**src/hw/rtl/pts_pkg.sv**
```systemverilog
// ----------------------------------------------------------------------------
// pts_pkg: polynomial token scanner shared definitions
// Token kinds, scanner modes, character codes and the result bundle types.
// ----------------------------------------------------------------------------
`default_nettype none

package pts_pkg;

    localparam int POS_WIDTH_DEFAULT = 16;
    localparam int OUT_POS_W         = 16;
    localparam int MAX_RESULTS       = 3;
    localparam int QUEUE_DEPTH       = 4;

    typedef enum logic [2:0] {
        KIND_LPAREN = 3'd0,
        KIND_RPAREN = 3'd1,
        KIND_PLUS   = 3'd2,
        KIND_MINUS  = 3'd3,
        KIND_STAR   = 3'd4,
        KIND_MONO   = 3'd5,
        KIND_END    = 3'd6,
        KIND_ERROR  = 3'd7
    } kind_t;

    typedef enum logic [2:0] {
        MODE_IDLE  = 3'd0,
        MODE_INT   = 3'd1,
        MODE_FRAC  = 3'd2,
        MODE_VAR   = 3'd3,
        MODE_CARET = 3'd4,
        MODE_EXP   = 3'd5,
        MODE_DROP  = 3'd6
    } mode_t;

    localparam logic [7:0] CH_LPAREN = 8'h28;
    localparam logic [7:0] CH_RPAREN = 8'h29;
    localparam logic [7:0] CH_PLUS   = 8'h2B;
    localparam logic [7:0] CH_MINUS  = 8'h2D;
    localparam logic [7:0] CH_STAR   = 8'h2A;
    localparam logic [7:0] CH_DOT    = 8'h2E;
    localparam logic [7:0] CH_X      = 8'h78;
    localparam logic [7:0] CH_CARET  = 8'h5E;
    localparam logic [7:0] CH_SPACE  = 8'h20;
    localparam logic [7:0] CH_TAB    = 8'h09;
    localparam logic [7:0] CH_CR     = 8'h0D;
    localparam logic [7:0] CH_ZERO   = 8'h30;
    localparam logic [7:0] CH_NINE   = 8'h39;

    typedef struct packed {
        kind_t                  kind;
        logic [OUT_POS_W-1:0]   start_pos;
        logic [OUT_POS_W-1:0]   end_pos;
    } token_t;

    // All tokens caused by one character, oldest in slot 0.
    typedef struct packed {
        logic [1:0]                    count;
        token_t [MAX_RESULTS-1:0]      tok;
    } batch_t;

endpackage : pts_pkg

`default_nettype wire

```
**src/hw/rtl/pts_in_if.sv**
```systemverilog
// ----------------------------------------------------------------------------
// pts_in_if: character channel
// valid/ready channel carrying one source character and its last flag.
// ----------------------------------------------------------------------------
`default_nettype none

interface pts_in_if;
    logic       valid;
    logic       ready;
    logic [7:0] char_code;
    logic       last_char;

    modport source (output valid, output char_code, output last_char, input ready);
    modport sink   (input valid, input char_code, input last_char, output ready);
endinterface : pts_in_if

`default_nettype wire

```
**src/hw/rtl/pts_out_if.sv**
```systemverilog
// ----------------------------------------------------------------------------
// pts_out_if: token channel
// valid/ready channel carrying one token with its positions.
// ----------------------------------------------------------------------------
`default_nettype none

interface pts_out_if;
    logic                          valid;
    logic                          ready;
    pts_pkg::kind_t                kind;
    logic [pts_pkg::OUT_POS_W-1:0] start_pos;
    logic [pts_pkg::OUT_POS_W-1:0] end_pos;
    logic                          run_last;

    modport source (output valid, output kind, output start_pos, output end_pos,
                    output run_last, input ready);
    modport sink   (input valid, input kind, input start_pos, input end_pos,
                    input run_last, output ready);
endinterface : pts_out_if

`default_nettype wire

```
**src/hw/rtl/pts_core.sv**
```systemverilog
// ----------------------------------------------------------------------------
// pts_core: scanner next-state logic
// Single pass over one character: closes a pending monomial, rescans from
// idle, flags errors, appends end-of-source, and returns up to three tokens.
// ----------------------------------------------------------------------------
`default_nettype none

module pts_core #(
    parameter int POS_WIDTH = pts_pkg::POS_WIDTH_DEFAULT
) (
    input  pts_pkg::mode_t       mode,
    input  logic [POS_WIDTH-1:0] pos,
    input  logic [POS_WIDTH-1:0] tstart,
    input  logic [7:0]           char_code,
    input  logic                 last_char,
    output pts_pkg::mode_t       mode_next,
    output logic [POS_WIDTH-1:0] pos_next,
    output logic [POS_WIDTH-1:0] tstart_next,
    output pts_pkg::batch_t      batch
);
    import pts_pkg::*;

    localparam logic [POS_WIDTH-1:0] POS_MAX = {POS_WIDTH{1'b1}};

    function automatic logic [OUT_POS_W-1:0] out_pos(input logic [POS_WIDTH-1:0] v);
        logic [POS_WIDTH+OUT_POS_W-1:0] ext;
        ext = {{OUT_POS_W{1'b0}}, v};
        return ext[OUT_POS_W-1:0];
    endfunction

    function automatic token_t mk_tok(input kind_t k, input logic [POS_WIDTH-1:0] s,
                                      input logic [POS_WIDTH-1:0] e);
        token_t t;
        t.kind      = k;
        t.start_pos = out_pos(s);
        t.end_pos   = out_pos(e);
        return t;
    endfunction

    logic is_ws;
    logic is_digit;
    logic [POS_WIDTH-1:0] pos_inc;

    assign is_ws    = (char_code == CH_SPACE) || (char_code >= CH_TAB && char_code <= CH_CR);
    assign is_digit = (char_code >= CH_ZERO) && (char_code <= CH_NINE);
    assign pos_inc  = pos + {{(POS_WIDTH-1){1'b0}}, 1'b1};

    always_comb
    begin
        mode_t      m;
        logic [POS_WIDTH-1:0] ts;
        logic       rescan;
        logic [1:0] n;
        token_t [MAX_RESULTS-1:0] tok;

        m      = mode;
        ts     = tstart;
        rescan = 1'b0;
        n      = 2'd0;
        tok    = '0;

        if (mode == MODE_DROP)
        begin
            // input ignored until the last character
        end
        else if (pos == POS_MAX)
        begin
            // position saturated: error, pending monomial discarded
            tok[n] = mk_tok(KIND_ERROR,
                            (mode != MODE_IDLE) ? tstart : POS_MAX, POS_MAX);
            n = n + 2'd1;
            m = MODE_DROP;
        end
        else
        begin
            case (mode)
                MODE_IDLE:
                begin
                    rescan = 1'b1;
                end
                MODE_INT, MODE_FRAC:
                begin
                    if (is_digit)
                    begin
                    end
                    else if (char_code == CH_DOT && mode == MODE_INT)
                        m = MODE_FRAC;
                    else if (char_code == CH_X)
                        m = MODE_VAR;
                    else
                    begin
                        tok[n] = mk_tok(KIND_MONO, tstart, pos);
                        n = n + 2'd1;
                        rescan = 1'b1;
                    end
                end
                MODE_VAR:
                begin
                    if (char_code == CH_CARET)
                        m = MODE_CARET;
                    else
                    begin
                        tok[n] = mk_tok(KIND_MONO, tstart, pos);
                        n = n + 2'd1;
                        rescan = 1'b1;
                    end
                end
                MODE_CARET:
                begin
                    if (is_ws)
                    begin
                        tok[n] = mk_tok(KIND_ERROR, tstart, pos_inc);
                        n = n + 2'd1;
                        m = MODE_DROP;
                    end
                    else if (is_digit)
                        m = MODE_EXP;
                    else
                    begin
                        tok[n] = mk_tok(KIND_MONO, tstart, pos);
                        n = n + 2'd1;
                        rescan = 1'b1;
                    end
                end
                MODE_EXP:
                begin
                    if (!is_digit)
                    begin
                        tok[n] = mk_tok(KIND_MONO, tstart, pos);
                        n = n + 2'd1;
                        rescan = 1'b1;
                    end
                end
                default:
                begin
                    m = MODE_DROP;
                end
            endcase

            // same character scanned again from idle
            if (rescan)
            begin
                m = MODE_IDLE;
                if (is_ws)
                begin
                end
                else if (char_code == CH_LPAREN)
                begin
                    tok[n] = mk_tok(KIND_LPAREN, pos, pos_inc);
                    n = n + 2'd1;
                end
                else if (char_code == CH_RPAREN)
                begin
                    tok[n] = mk_tok(KIND_RPAREN, pos, pos_inc);
                    n = n + 2'd1;
                end
                else if (char_code == CH_PLUS)
                begin
                    tok[n] = mk_tok(KIND_PLUS, pos, pos_inc);
                    n = n + 2'd1;
                end
                else if (char_code == CH_MINUS)
                begin
                    tok[n] = mk_tok(KIND_MINUS, pos, pos_inc);
                    n = n + 2'd1;
                end
                else if (char_code == CH_STAR)
                begin
                    tok[n] = mk_tok(KIND_STAR, pos, pos_inc);
                    n = n + 2'd1;
                end
                else if (char_code == CH_X)
                begin
                    ts = pos;
                    m  = MODE_VAR;
                end
                else if (is_digit)
                begin
                    ts = pos;
                    m  = MODE_INT;
                end
                else if (char_code == CH_DOT)
                begin
                    ts = pos;
                    m  = MODE_FRAC;
                end
                else
                begin
                    tok[n] = mk_tok(KIND_ERROR, pos, pos_inc);
                    n = n + 2'd1;
                    m = MODE_DROP;
                end
            end

            if (last_char && m != MODE_DROP)
            begin
                if (m != MODE_IDLE)
                begin
                    tok[n] = mk_tok(KIND_MONO, ts, pos_inc);
                    n = n + 2'd1;
                end
                tok[n] = mk_tok(KIND_END, pos_inc, pos_inc);
                n = n + 2'd1;
            end
        end

        if (last_char)
        begin
            mode_next   = MODE_IDLE;
            pos_next    = '0;
            tstart_next = '0;
        end
        else
        begin
            mode_next   = m;
            tstart_next = ts;
            pos_next    = (pos == POS_MAX) ? pos : pos_inc;
        end

        batch.count = n;
        batch.tok   = tok;
    end

endmodule : pts_core

`default_nettype wire

```
**src/hw/rtl/pts_result_queue.sv**
```systemverilog
// ----------------------------------------------------------------------------
// pts_result_queue: token output queue
// Takes a batch of up to three tokens per cycle, hands out one per transfer.
// ----------------------------------------------------------------------------
`default_nettype none

module pts_result_queue (
    input  logic            clk,
    input  logic            rst_n,
    input  logic            push,
    input  pts_pkg::batch_t batch,
    output logic            has_room,
    pts_out_if.source       token_out
);
    import pts_pkg::*;

    localparam int PTR_W = $clog2(QUEUE_DEPTH);
    localparam int CNT_W = $clog2(QUEUE_DEPTH + 1);

    token_t              tok_reg  [QUEUE_DEPTH];
    logic                last_reg [QUEUE_DEPTH];
    logic [PTR_W-1:0]    wr_ptr_reg;
    logic [PTR_W-1:0]    wr_ptr_next;
    logic [PTR_W-1:0]    rd_ptr_reg;
    logic [PTR_W-1:0]    rd_ptr_next;
    logic [CNT_W-1:0]    count_reg;
    logic [CNT_W-1:0]    count_next;
    logic [1:0]          n_push;
    logic                pop;

    assign n_push   = push ? batch.count : 2'd0;
    assign pop      = token_out.valid && token_out.ready;
    // room for a full batch
    assign has_room = (count_reg <= CNT_W'(QUEUE_DEPTH - MAX_RESULTS));

    assign wr_ptr_next = wr_ptr_reg + PTR_W'(n_push);
    assign rd_ptr_next = rd_ptr_reg + PTR_W'(pop);
    assign count_next  = count_reg + CNT_W'(n_push) - CNT_W'(pop);

    always_ff @(posedge clk or negedge rst_n)
    begin
        if (!rst_n)
        begin
            wr_ptr_reg <= '0;
            rd_ptr_reg <= '0;
            count_reg  <= '0;
        end
        else
        begin
            wr_ptr_reg <= wr_ptr_next;
            rd_ptr_reg <= rd_ptr_next;
            count_reg  <= count_next;
        end
    end

    always_ff @(posedge clk)
    begin
        for (int i = 0; i < MAX_RESULTS; i++)
        begin
            if (i < int'(n_push))
            begin
                tok_reg[wr_ptr_reg + PTR_W'(i)]  <= batch.tok[i];
                last_reg[wr_ptr_reg + PTR_W'(i)] <= (i == int'(n_push) - 1);
            end
        end
    end

    assign token_out.valid     = (count_reg != '0);
    assign token_out.kind      = tok_reg[rd_ptr_reg].kind;
    assign token_out.start_pos = tok_reg[rd_ptr_reg].start_pos;
    assign token_out.end_pos   = tok_reg[rd_ptr_reg].end_pos;
    assign token_out.run_last  = last_reg[rd_ptr_reg];

endmodule : pts_result_queue

`default_nettype wire

```
**src/hw/rtl/polynomial_token_scanner_unit.sv**
```systemverilog
// ----------------------------------------------------------------------------
// polynomial_token_scanner_unit: polynomial expression tokenizer
// Splits a character stream into paren, operator, monomial, end and error
// tokens, each tagged with start and end character positions.
// ----------------------------------------------------------------------------
//
//   channel     dir   payload                                   handshake
//   char_in     in    char_code[7:0], last_char                 valid/ready
//   token_out   out   kind[2:0], start_pos, end_pos, run_last   valid/ready
//
// Flow: a character is scanned in the cycle of its transfer; its tokens
//   (zero to three) are registered in the result queue and leave token_out
//   one per transfer. With one token per character and token_out always
//   ready the unit sustains one character per clock; a character with more
//   than one token keeps the single token output port busy for each of them.
// Stalls: char_in is ready while the 4-entry result queue has room for a
//   full batch of three tokens, so input keeps moving while a token waits.
// Reset: rst_n clears scanner mode, position and the queue; no sweep.
// ----------------------------------------------------------------------------
`default_nettype none

module polynomial_token_scanner_unit #(
    parameter int POS_WIDTH = pts_pkg::POS_WIDTH_DEFAULT
) (
    input  logic      clk,
    input  logic      rst_n,
    pts_in_if.sink    char_in,
    pts_out_if.source token_out
);
    import pts_pkg::*;

    // scanner state, advanced on each character transfer
    mode_t                mode_reg;
    mode_t                mode_next;
    logic [POS_WIDTH-1:0] pos_reg;
    logic [POS_WIDTH-1:0] pos_next;
    logic [POS_WIDTH-1:0] tstart_reg;
    logic [POS_WIDTH-1:0] tstart_next;

    batch_t batch;
    logic   has_room;
    logic   accept;

    assign char_in.ready = has_room;
    assign accept        = char_in.valid && has_room;

    // one pass: close pending monomial, rescan, append end token
    pts_core #(
        .POS_WIDTH (POS_WIDTH)
    ) u_core (
        .mode        (mode_reg),
        .pos         (pos_reg),
        .tstart      (tstart_reg),
        .char_code   (char_in.char_code),
        .last_char   (char_in.last_char),
        .mode_next   (mode_next),
        .pos_next    (pos_next),
        .tstart_next (tstart_next),
        .batch       (batch)
    );

    always_ff @(posedge clk or negedge rst_n)
    begin
        if (!rst_n)
        begin
            mode_reg   <= MODE_IDLE;
            pos_reg    <= '0;
            tstart_reg <= '0;
        end
        else if (accept)
        begin
            mode_reg   <= mode_next;
            pos_reg    <= pos_next;
            tstart_reg <= tstart_next;
        end
    end

    // tokens wait here; the last one of each character carries run_last
    pts_result_queue u_queue (
        .clk       (clk),
        .rst_n     (rst_n),
        .push      (accept),
        .batch     (batch),
        .has_room  (has_room),
        .token_out (token_out)
    );

endmodule : polynomial_token_scanner_unit

`default_nettype wire

```
**src/flat_wrapper.sv**
```systemverilog
// flat-port wrapper written by rule: the top's interface ports become plain ports
module polynomial_token_scanner_unit_flat import pts_pkg::*;
#(
    parameter int POS_WIDTH = pts_pkg::POS_WIDTH_DEFAULT
)
  (clk, rst_n, char_in_valid, char_in_char_code, char_in_last_char, char_in_ready, token_out_valid, token_out_kind, token_out_start_pos, token_out_end_pos, token_out_run_last, token_out_ready);
  pts_in_if char_in_i ();
  pts_out_if token_out_i ();
  input  logic clk;
  input  logic rst_n;
  input wire logic [$bits(char_in_i.valid)-1:0] char_in_valid;
  input wire logic [$bits(char_in_i.char_code)-1:0] char_in_char_code;
  input wire logic [$bits(char_in_i.last_char)-1:0] char_in_last_char;
  output wire logic [$bits(char_in_i.ready)-1:0] char_in_ready;
  output wire logic [$bits(token_out_i.valid)-1:0] token_out_valid;
  output wire logic [$bits(token_out_i.kind)-1:0] token_out_kind;
  output wire logic [$bits(token_out_i.start_pos)-1:0] token_out_start_pos;
  output wire logic [$bits(token_out_i.end_pos)-1:0] token_out_end_pos;
  output wire logic [$bits(token_out_i.run_last)-1:0] token_out_run_last;
  input wire logic [$bits(token_out_i.ready)-1:0] token_out_ready;
  assign char_in_i.valid = char_in_valid;
  assign char_in_i.char_code = char_in_char_code;
  assign char_in_i.last_char = char_in_last_char;
  assign char_in_ready = char_in_i.ready;
  assign token_out_valid = token_out_i.valid;
  assign token_out_kind = token_out_i.kind;
  assign token_out_start_pos = token_out_i.start_pos;
  assign token_out_end_pos = token_out_i.end_pos;
  assign token_out_run_last = token_out_i.run_last;
  assign token_out_i.ready = token_out_ready;
  polynomial_token_scanner_unit #(.POS_WIDTH(POS_WIDTH)) u_core (.clk(clk), .rst_n(rst_n), .char_in(char_in_i), .token_out(token_out_i));
endmodule
```
**config.mk**
```make
export PLATFORM = sky130hd
export DESIGN_NAME = polynomial_token_scanner_unit_flat
export DESIGN_NICKNAME = d
export VERILOG_FILES = /design/src/hw/rtl/pts_pkg.sv /design/src/hw/rtl/pts_in_if.sv /design/src/hw/rtl/pts_out_if.sv /design/src/hw/rtl/pts_core.sv /design/src/hw/rtl/pts_result_queue.sv /design/src/hw/rtl/polynomial_token_scanner_unit.sv /design/src/flat_wrapper.sv
export SDC_FILE = /design/constraint.sdc
export NUM_CORES = 1
export LEC_CHECK = 0
export BUFFER_PORTS_ARGS = -buffer_cell sky130_fd_sc_hd__buf_4
export CAP_MARGIN = 20
export CORE_MARGIN = 3
export CORE_UTILIZATION = 34
export CTS_CLUSTER_DIAMETER = 40
export DETAILED_ROUTE_END_ITERATION = 8
export PLACE_DENSITY_LB_ADDON = 0.1
export SLEW_MARGIN = 20
export SYNTH_ARGS = -nofsm -noshare
export SYNTH_HDL_FRONTEND = slang
export SYNTH_SLANG_ARGS = --single-unit
export TNS_END_PERCENT = 50
```
**constraint.sdc**
```tcl
create_clock -name clk -period 14.9 [get_ports clk]
set_input_delay 0.745 -clock clk [delete_from_list [all_inputs] [get_ports clk]]
set_output_delay 0.745 -clock clk [all_outputs]
set_load 0.05 [all_outputs]
```
==> flow_summary.json, run 1 <==
{
  "powerDensity_nw_per_um2": 213,
  "vias_per_cell": 6.35,
  "largest_reg_flops": 140,
  "routed_wl_mm": 48.0,
  "routabilityCongestion": 0.955,
  "antenna_found_initial": 0,
  "drt_first_iter_violations": 1468,
  "synth_cells": 1240,
  "ant_nets": 0,
  "tns_ns": 0,
  "die_h_um": 200,
  "fin_skew_ns": 0.0197,
  "required_ns": 15.06,
  "grt_max_degree": 43,
  "grt_pass1_wl_mm": 72.7,
  "max-slew-margin-rel_pct": 31.2,
  "stdcell_area_um2": 14200,
  "synthesis.nets": 1267,
  "fin_cells": 1742,
  "p_comb_share_pct": 58.4,
  "fmax_mhz": 150,
  "io_pins": 51,
  "power.switching_uw": 1550,
  "worstSetupStartpoint": "u_core.mode_reg[0]$_DFFE_PN0P_",
  "num-fill-cells": 3633,
  "clockBufferDepth": 2,
  "clock_latency_ns": 0.46,
  "fin_crit_sh_pct": 44.8,
  "synth_edf_count": 144,
  "timing.rr.start": "u_core.mode_reg[0]$_DFFE_PN0P_",
  "r2r_end": "u_core.u_queue.tok_reg[0][0]$_DFFE_PP_",
  "holdCritPathClass": "primary input to async pin",
  "drc_errors": 0,
  "htreeDepth": 4,
  "hold_violations": 0,
  "post-cts-setup-buffer-count": 0,
  "grtUsageTotal_pct": 23.7,
  "place_inst": 1710,
  "cts-buffers-inserted": 17,
  "p_leak_uw": 0.00478,
  "dpl_cell_area_um2": 13600,
  "setup_violations": 0,
  "ys_warn_count": 0,
  "dr.pass1.iters": 5,
  "worstSetupEndpointType": "register",
  "fin_crit_ns": 6.67,
  "area_growth_pct": 10.6,
  "die_area_um2": 40100,
  "detail_route.wl_per_cell_um": 27.5,
  "start_util_pct": 34.8,
  "status": "finished clean",
  "arrival_ns": 6.82,
  "numClockSinks": 186,
  "place_hpwl_mm": 33.3,
  "power_frac_clock_pct": 16.4,
  "synth_cell_types": 116,
  "cp_max_fo": 34,
  "core_area_um2": 36900,
  "seqPwrFrac_pct": 25.2,
  "async_flop_share_pct": 22.6,
  "gr-total-overflow": 0,
  "clk_pin_slew_ns": 0.08,
  "setup.worst_path.end": "u_core.u_queue.tok_reg[0][0]$_DFFE_PP_",
  "synth_top_area_share_pct": 33.7,
  "max-vdd-ir-drop_v": 0.0000807,
  "hold_ws_ns": 0.327,
  "antenna_cells": 0,
  "maxCapViolCount": 0,
  "final_nets": 1252,
  "layout-drive-gt1-share_pct": 19.5,
  "ys_dominant_reg_cell": "edfxtp_1",
  "cts_resized": 0,
  "rsz0062_at_grt": "no",
  "yosysSeqAreaShare_pct": 41.9,
  "internal_power_uw": 1470,
  "grt_pass1_vias": 10700,
  "vias": 11100,
  "r2r_cells": 16,
  "io_buffer_count": 50,
  "worst-r2r-setup-slack_ns": 8.23,
  "ys_ff_latch": 186,
  "drv_slew": 0,
  "cts_tree": "built",
  "num_rows": 70,
  "yosys.area.top_type": "edfxtp_1",
  "p_sw_share_pct": 51.3,
  "final_cell_mix": "154 x nand2_1, 144 x edfxtp_1, 92 x o21ai_0",
  "layout_commonest_cell": "nand2_1",
  "dieWidth_um": 200,
  "hold_buffers": 0,
  "criticalPathCategory": "register to register",
  "tightest_slew_ns": 1.03,
  "multi_input_area_um2": 6910,
  "syn_avg_cell_area_um2": 10.3,
  "cts_root_buffer": "clkbuf_16",
  "seq_area_um2": 5380,
  "syn_area_um2": 12800,
  "ys_top_cells_by_area": "edfxtp_1 34%, dfrtp_1 8.2%, mux4_2 6.3%",
  "critPathLaunchType": "register"
}
[per-layer routing]
metal / GRT usage [%] / wire length, um
met5: 0 / 0
met2: 37.1 / 22300
met1: 33.8 / 20800
met4: 8.09 / 1440
met3: 3.28 / 3430
[power by group through the flow]
stage	logic, uW	registers (uW)	clock network [uW]
after floorplan	1270	735	0
after global routing	1880	774	523
after CTS	1760	764	501
final	1770	762	496
after global placement	1750	772	0
after detailed placement	1750	775	0
[how the worst min path moves through the flow]
| stage | from | to | slack (ns) | cells past startpoint |
|---|---|---|---|---|
| 2_1_floorplan | rst_n | u_core.mode_reg[0]$_DFFE_PN0P_ | 0.45 | 0 |
| 3_3_place_gp | u_core.u_queue.count_reg[0]$_DFF_PN0_ | u_core.u_queue.count_reg[0]$_DFF_PN0_ | 0.49 | 1 |
| 3_5_place_dp | u_core.u_queue.count_reg[0]$_DFF_PN0_ | u_core.u_queue.count_reg[0]$_DFF_PN0_ | 0.52 | 1 |
| 4_1_cts | rst_n | u_core.u_queue.rd_ptr_reg[1]$_DFF_PN0_ | 0.33 | 1 |
| 5_1_grt | rst_n | u_core.u_queue.count_reg[2]$_DFF_PN0_ | 0.36 | 1 |
| 6_report | rst_n | u_core.tstart_reg[12]$_DFFE_PN0P_ | 0.33 | 1 |
[worst max-delay path, cell delays in order, from the launching register on]
cell and delay (ns):
dfrtp_1 0.61, and2b_1 0.32, o31ai_4 0.11, a211oi_2 0.41, nor2_2 0.17, inv_1 0.65, ha_1 0.27, o311ai_1 0.16
o32a_1 0.47, ha_1 0.30, mux2_2 0.29, ha_1 0.22, nand4b_1 0.54, nand2_2 0.44, a21oi_4 0.31, a22oi_2 0.85
o22ai_1 0.20
[area by class of cell]
cell class                 count  share of cell area, %
inverter                      22                  0.583
clock inverter                14                   1.30
tap                          504                   4.45
timing repair buffer          74                   3.92
clock buffer                  18                   3.10
sequential                   186                   37.9
multi-input combinational    924                   48.7
[cell families (layout without fill, tap and decap cells)]
group / after synthesis / in the layout / synth area share, %
AOI/OAI and AO/OA: 467 / 467 / 27.5
adders and majority gates: 15 / 15 / 1.50
and+or+nand+nor: 351 / 351 / 13.7
muxes: 69 / 69 / 9.03
buffers and inverters: 130 / 128 / 4.63
xor gates and xnor gates: 22 / 22 / 1.71
DFF: 186 / 186 / 41.9
[Yosys cell counts, types with 5 or more instances]
cell type,instances
o21a_1,9
a22oi_1,17
a211oi_1,7
or3_1,5
and2_1,16
o22ai_1,79
mux4_2,36
nand2_2,6
buf_2,28
a31oi_1,20
a21o_1,9
o221ai_1,33
a221oi_1,6
a21oi_1,42
clkbuf_1,60
mux2_2,13
xor2_1,8
o22a_1,5
o21ai_0,94
nand2_1,154
mux2i_1,20
nor2_1,44
and3_1,13
o211ai_1,15
edfxtp_1,144
nand3_1,53
a22oi_2,6
dfrtp_1,42
a22o_1,13
xnor2_1,12
o31ai_1,5
buf_4,10
ha_1,13
a32oi_1,15
a221oi_2,9
nand2b_1,13
inv_1,20
o21ai_1,9
[through the flow]
stage               power (uW)  utilization (%)  setup WS [ns]
finish                    3030             38.4           8.23
global route              3180             38.4           7.90
CTS                       3020             38.4           8.27
detailed placement        2530             36.8           7.94
global placement          2520             36.8           8.04
floorplan                 2010                -           7.25
No activity file was read; power rests on OpenSTA's default activity.
==> run 2, diff against run 1 <==
- clock period: 14.9 -> 6.9 ns (I/O delays scaled with it)
==> flow_summary.json, run 2 (synthesis results as in run 1) <==
{
  "antenna_found_initial": 0,
  "timing.final.ws_setup_ns": 1.06,
  "area_growth_pct": 11.3,
  "grtUsageTotal_pct": 24.0,
  "io_pins": 51,
  "critPathLaunchType": "register",
  "numClockSinks": 186,
  "die_area_um2": 40100,
  "drt_first_iter_violations": 1128,
  "multi_input_area_um2": 6920,
  "seq_area_um2": 5380,
  "grt_max_degree": 43,
  "drv_slew": 0,
  "clock_latency_ns": 0.46,
  "num-fill-cells": 3644,
  "num_rows": 70,
  "worst-r2r-setup-slack_ns": 1.06,
  "arrival_ns": 6.00,
  "finalPower_uw": 6530,
  "criticalPathCategory": "register to register",
  "final_cell_mix": "154 x nand2_1, 144 x edfxtp_1, 92 x o21ai_0",
  "cp_max_fo": 16,
  "routed_wl_mm": 48.9,
  "place_hpwl_mm": 34.0,
  "routabilityCongestion": 0.981,
  "clockBufferDepth": 2,
  "core_area_um2": 36900,
  "place_ws_ns": 0.986,
  "final_util_pct": 38.7,
  "vias_per_cell": 6.36,
  "r2r_cells": 16,
  "die_h_um": 200,
  "rsz0062_at_grt": "no",
  "worstSetupStartpoint": "u_core.mode_reg[0]$_DFFE_PN0P_",
  "io_buffer_count": 50,
  "fin_crit_ns": 5.84,
  "largest_reg_flops": 140,
  "start_util_pct": 34.8,
  "tightest_slew_ns": 1.10,
  "r2r_end": "u_core.u_queue.tok_reg[2][11]$_DFFE_PP_",
  "cts_tree": "built",
  "post-cts-setup-buffer-count": 0,
  "dieWidth_um": 200,
  "antenna_cells": 0,
  "grt_pass1_vias": 10900,
  "worstSetupEndpointType": "register",
  "fmax_mhz": 171,
  "setup.worst_path.end": "u_core.u_queue.tok_reg[2][11]$_DFFE_PP_",
  "vias": 11200,
  "grt_pass1_wl_mm": 73.2,
  "max-vdd-ir-drop_v": 0.000277,
  "setup_violations": 0,
  "detail_route.wl_per_cell_um": 27.8,
  "max-slew-margin-rel_pct": 27.0,
  "clk_pin_slew_ns": 0.08,
  "maxCapViolCount": 0,
  "cts-buffers-inserted": 17,
  "fin_crit_sh_pct": 84.6,
  "holdCritPathClass": "primary input to register",
  "status": "finished clean",
  "powerDensity_nw_per_um2": 458,
  "drc_errors": 0,
  "ant_nets": 0,
  "final_nets": 1267,
  "gr-total-overflow": 0,
  "layout_commonest_cell": "nand2_1",
  "hold_violations": 0,
  "required_ns": 7.06,
  "htreeDepth": 4,
  "timing.rr.start": "u_core.mode_reg[0]$_DFFE_PN0P_",
  "p_leak_uw": 0.00482,
  "layout-drive-gt1-share_pct": 20.4,
  "cts_root_buffer": "clkbuf_16",
  "fin_skew_ns": 0.0237,
  "dr.pass1.iters": 6
}
-- run 2: how the worst min path moves through the flow --
| stage | slack, ns | end | cells after the start | from |
|---|---|---|---|---|
| floorplan | 0.05 | u_core.mode_reg[0]$_DFFE_PN0P_ | 0 | rst_n |
| global placement | 0.43 | u_core.u_queue.rd_ptr_reg[1]$_DFF_PN0_ | 1 | rst_n |
| CTS | 0.29 | u_core.u_queue.rd_ptr_reg[0]$_DFF_PN0_ | 3 | token_out_ready |
| finish | 0.30 | u_core.mode_reg[0]$_DFFE_PN0P_ | 4 | char_in_valid |
| global route | 0.31 | u_core.u_queue.rd_ptr_reg[0]$_DFF_PN0_ | 3 | token_out_ready |
| detailed placement | 0.41 | u_core.u_queue.rd_ptr_reg[1]$_DFF_PN0_ | 1 | rst_n |
-- run 2: area by class of cell --
type                    instances  share of cell area [%]
inverters                      22                   0.579
clock inverters                13                    1.11
flip-flops and latches        186                    37.7
repair buffers                 89                    4.70
clock buffers                  19                    3.03
well taps                     504                    4.42
multi-input cells             924                    48.5
-- run 2: critical path, cell delays in order (launching register included) --
cell and delay (ns):
dfrtp_1 0.55, and2b_1 0.33, o31ai_4 0.12, a211oi_2 0.40, nor2_2 0.17, inv_1 0.11
ha_1 0.15, o311ai_1 0.15, o32a_1 0.48, ha_1 0.31, mux2_2 0.29, ha_1 0.23
nand4b_1 0.64, nand2_2 0.50, a21oi_4 0.23, a22oi_4 0.66, o22ai_1 0.20
-- run 2: per-layer routing --
metal	vias up	global-route usage, %	part of all wire [%]
met1	5599	33.8	44
li1	4932	-	-
met3	91	4.79	8.0
met4	0	9.93	4.0
met5	-	0	0
met2	546	36.3	44
-- run 2: repair_timing --
item                      4_1_cts  5_1_grt
hold endpoints to repair       42        0
resized for setup               0        0
hold buffers                    1        0
-- run 2: where the power goes --
group	switching, uW	internal (uW)	total [uW]
clock	483	546	1030
sequential	129	1510	1640
combinational	2710	1150	3860
total	3320	3210	6530
-- run 2: stage by stage --
step	hold slack (ns)	std cells	TNS, ns	cell area, um2
2_1_floorplan	0.0494	1240	-26.56	12800
4_1_cts	0.286	1757	0	14300
3_5_place_dp	0.411	1724	0	13700
6_report	0.301	1757	0	14300
5_1_grt	0.305	1757	0	14300
3_3_place_gp	0.429	1724	0	13700
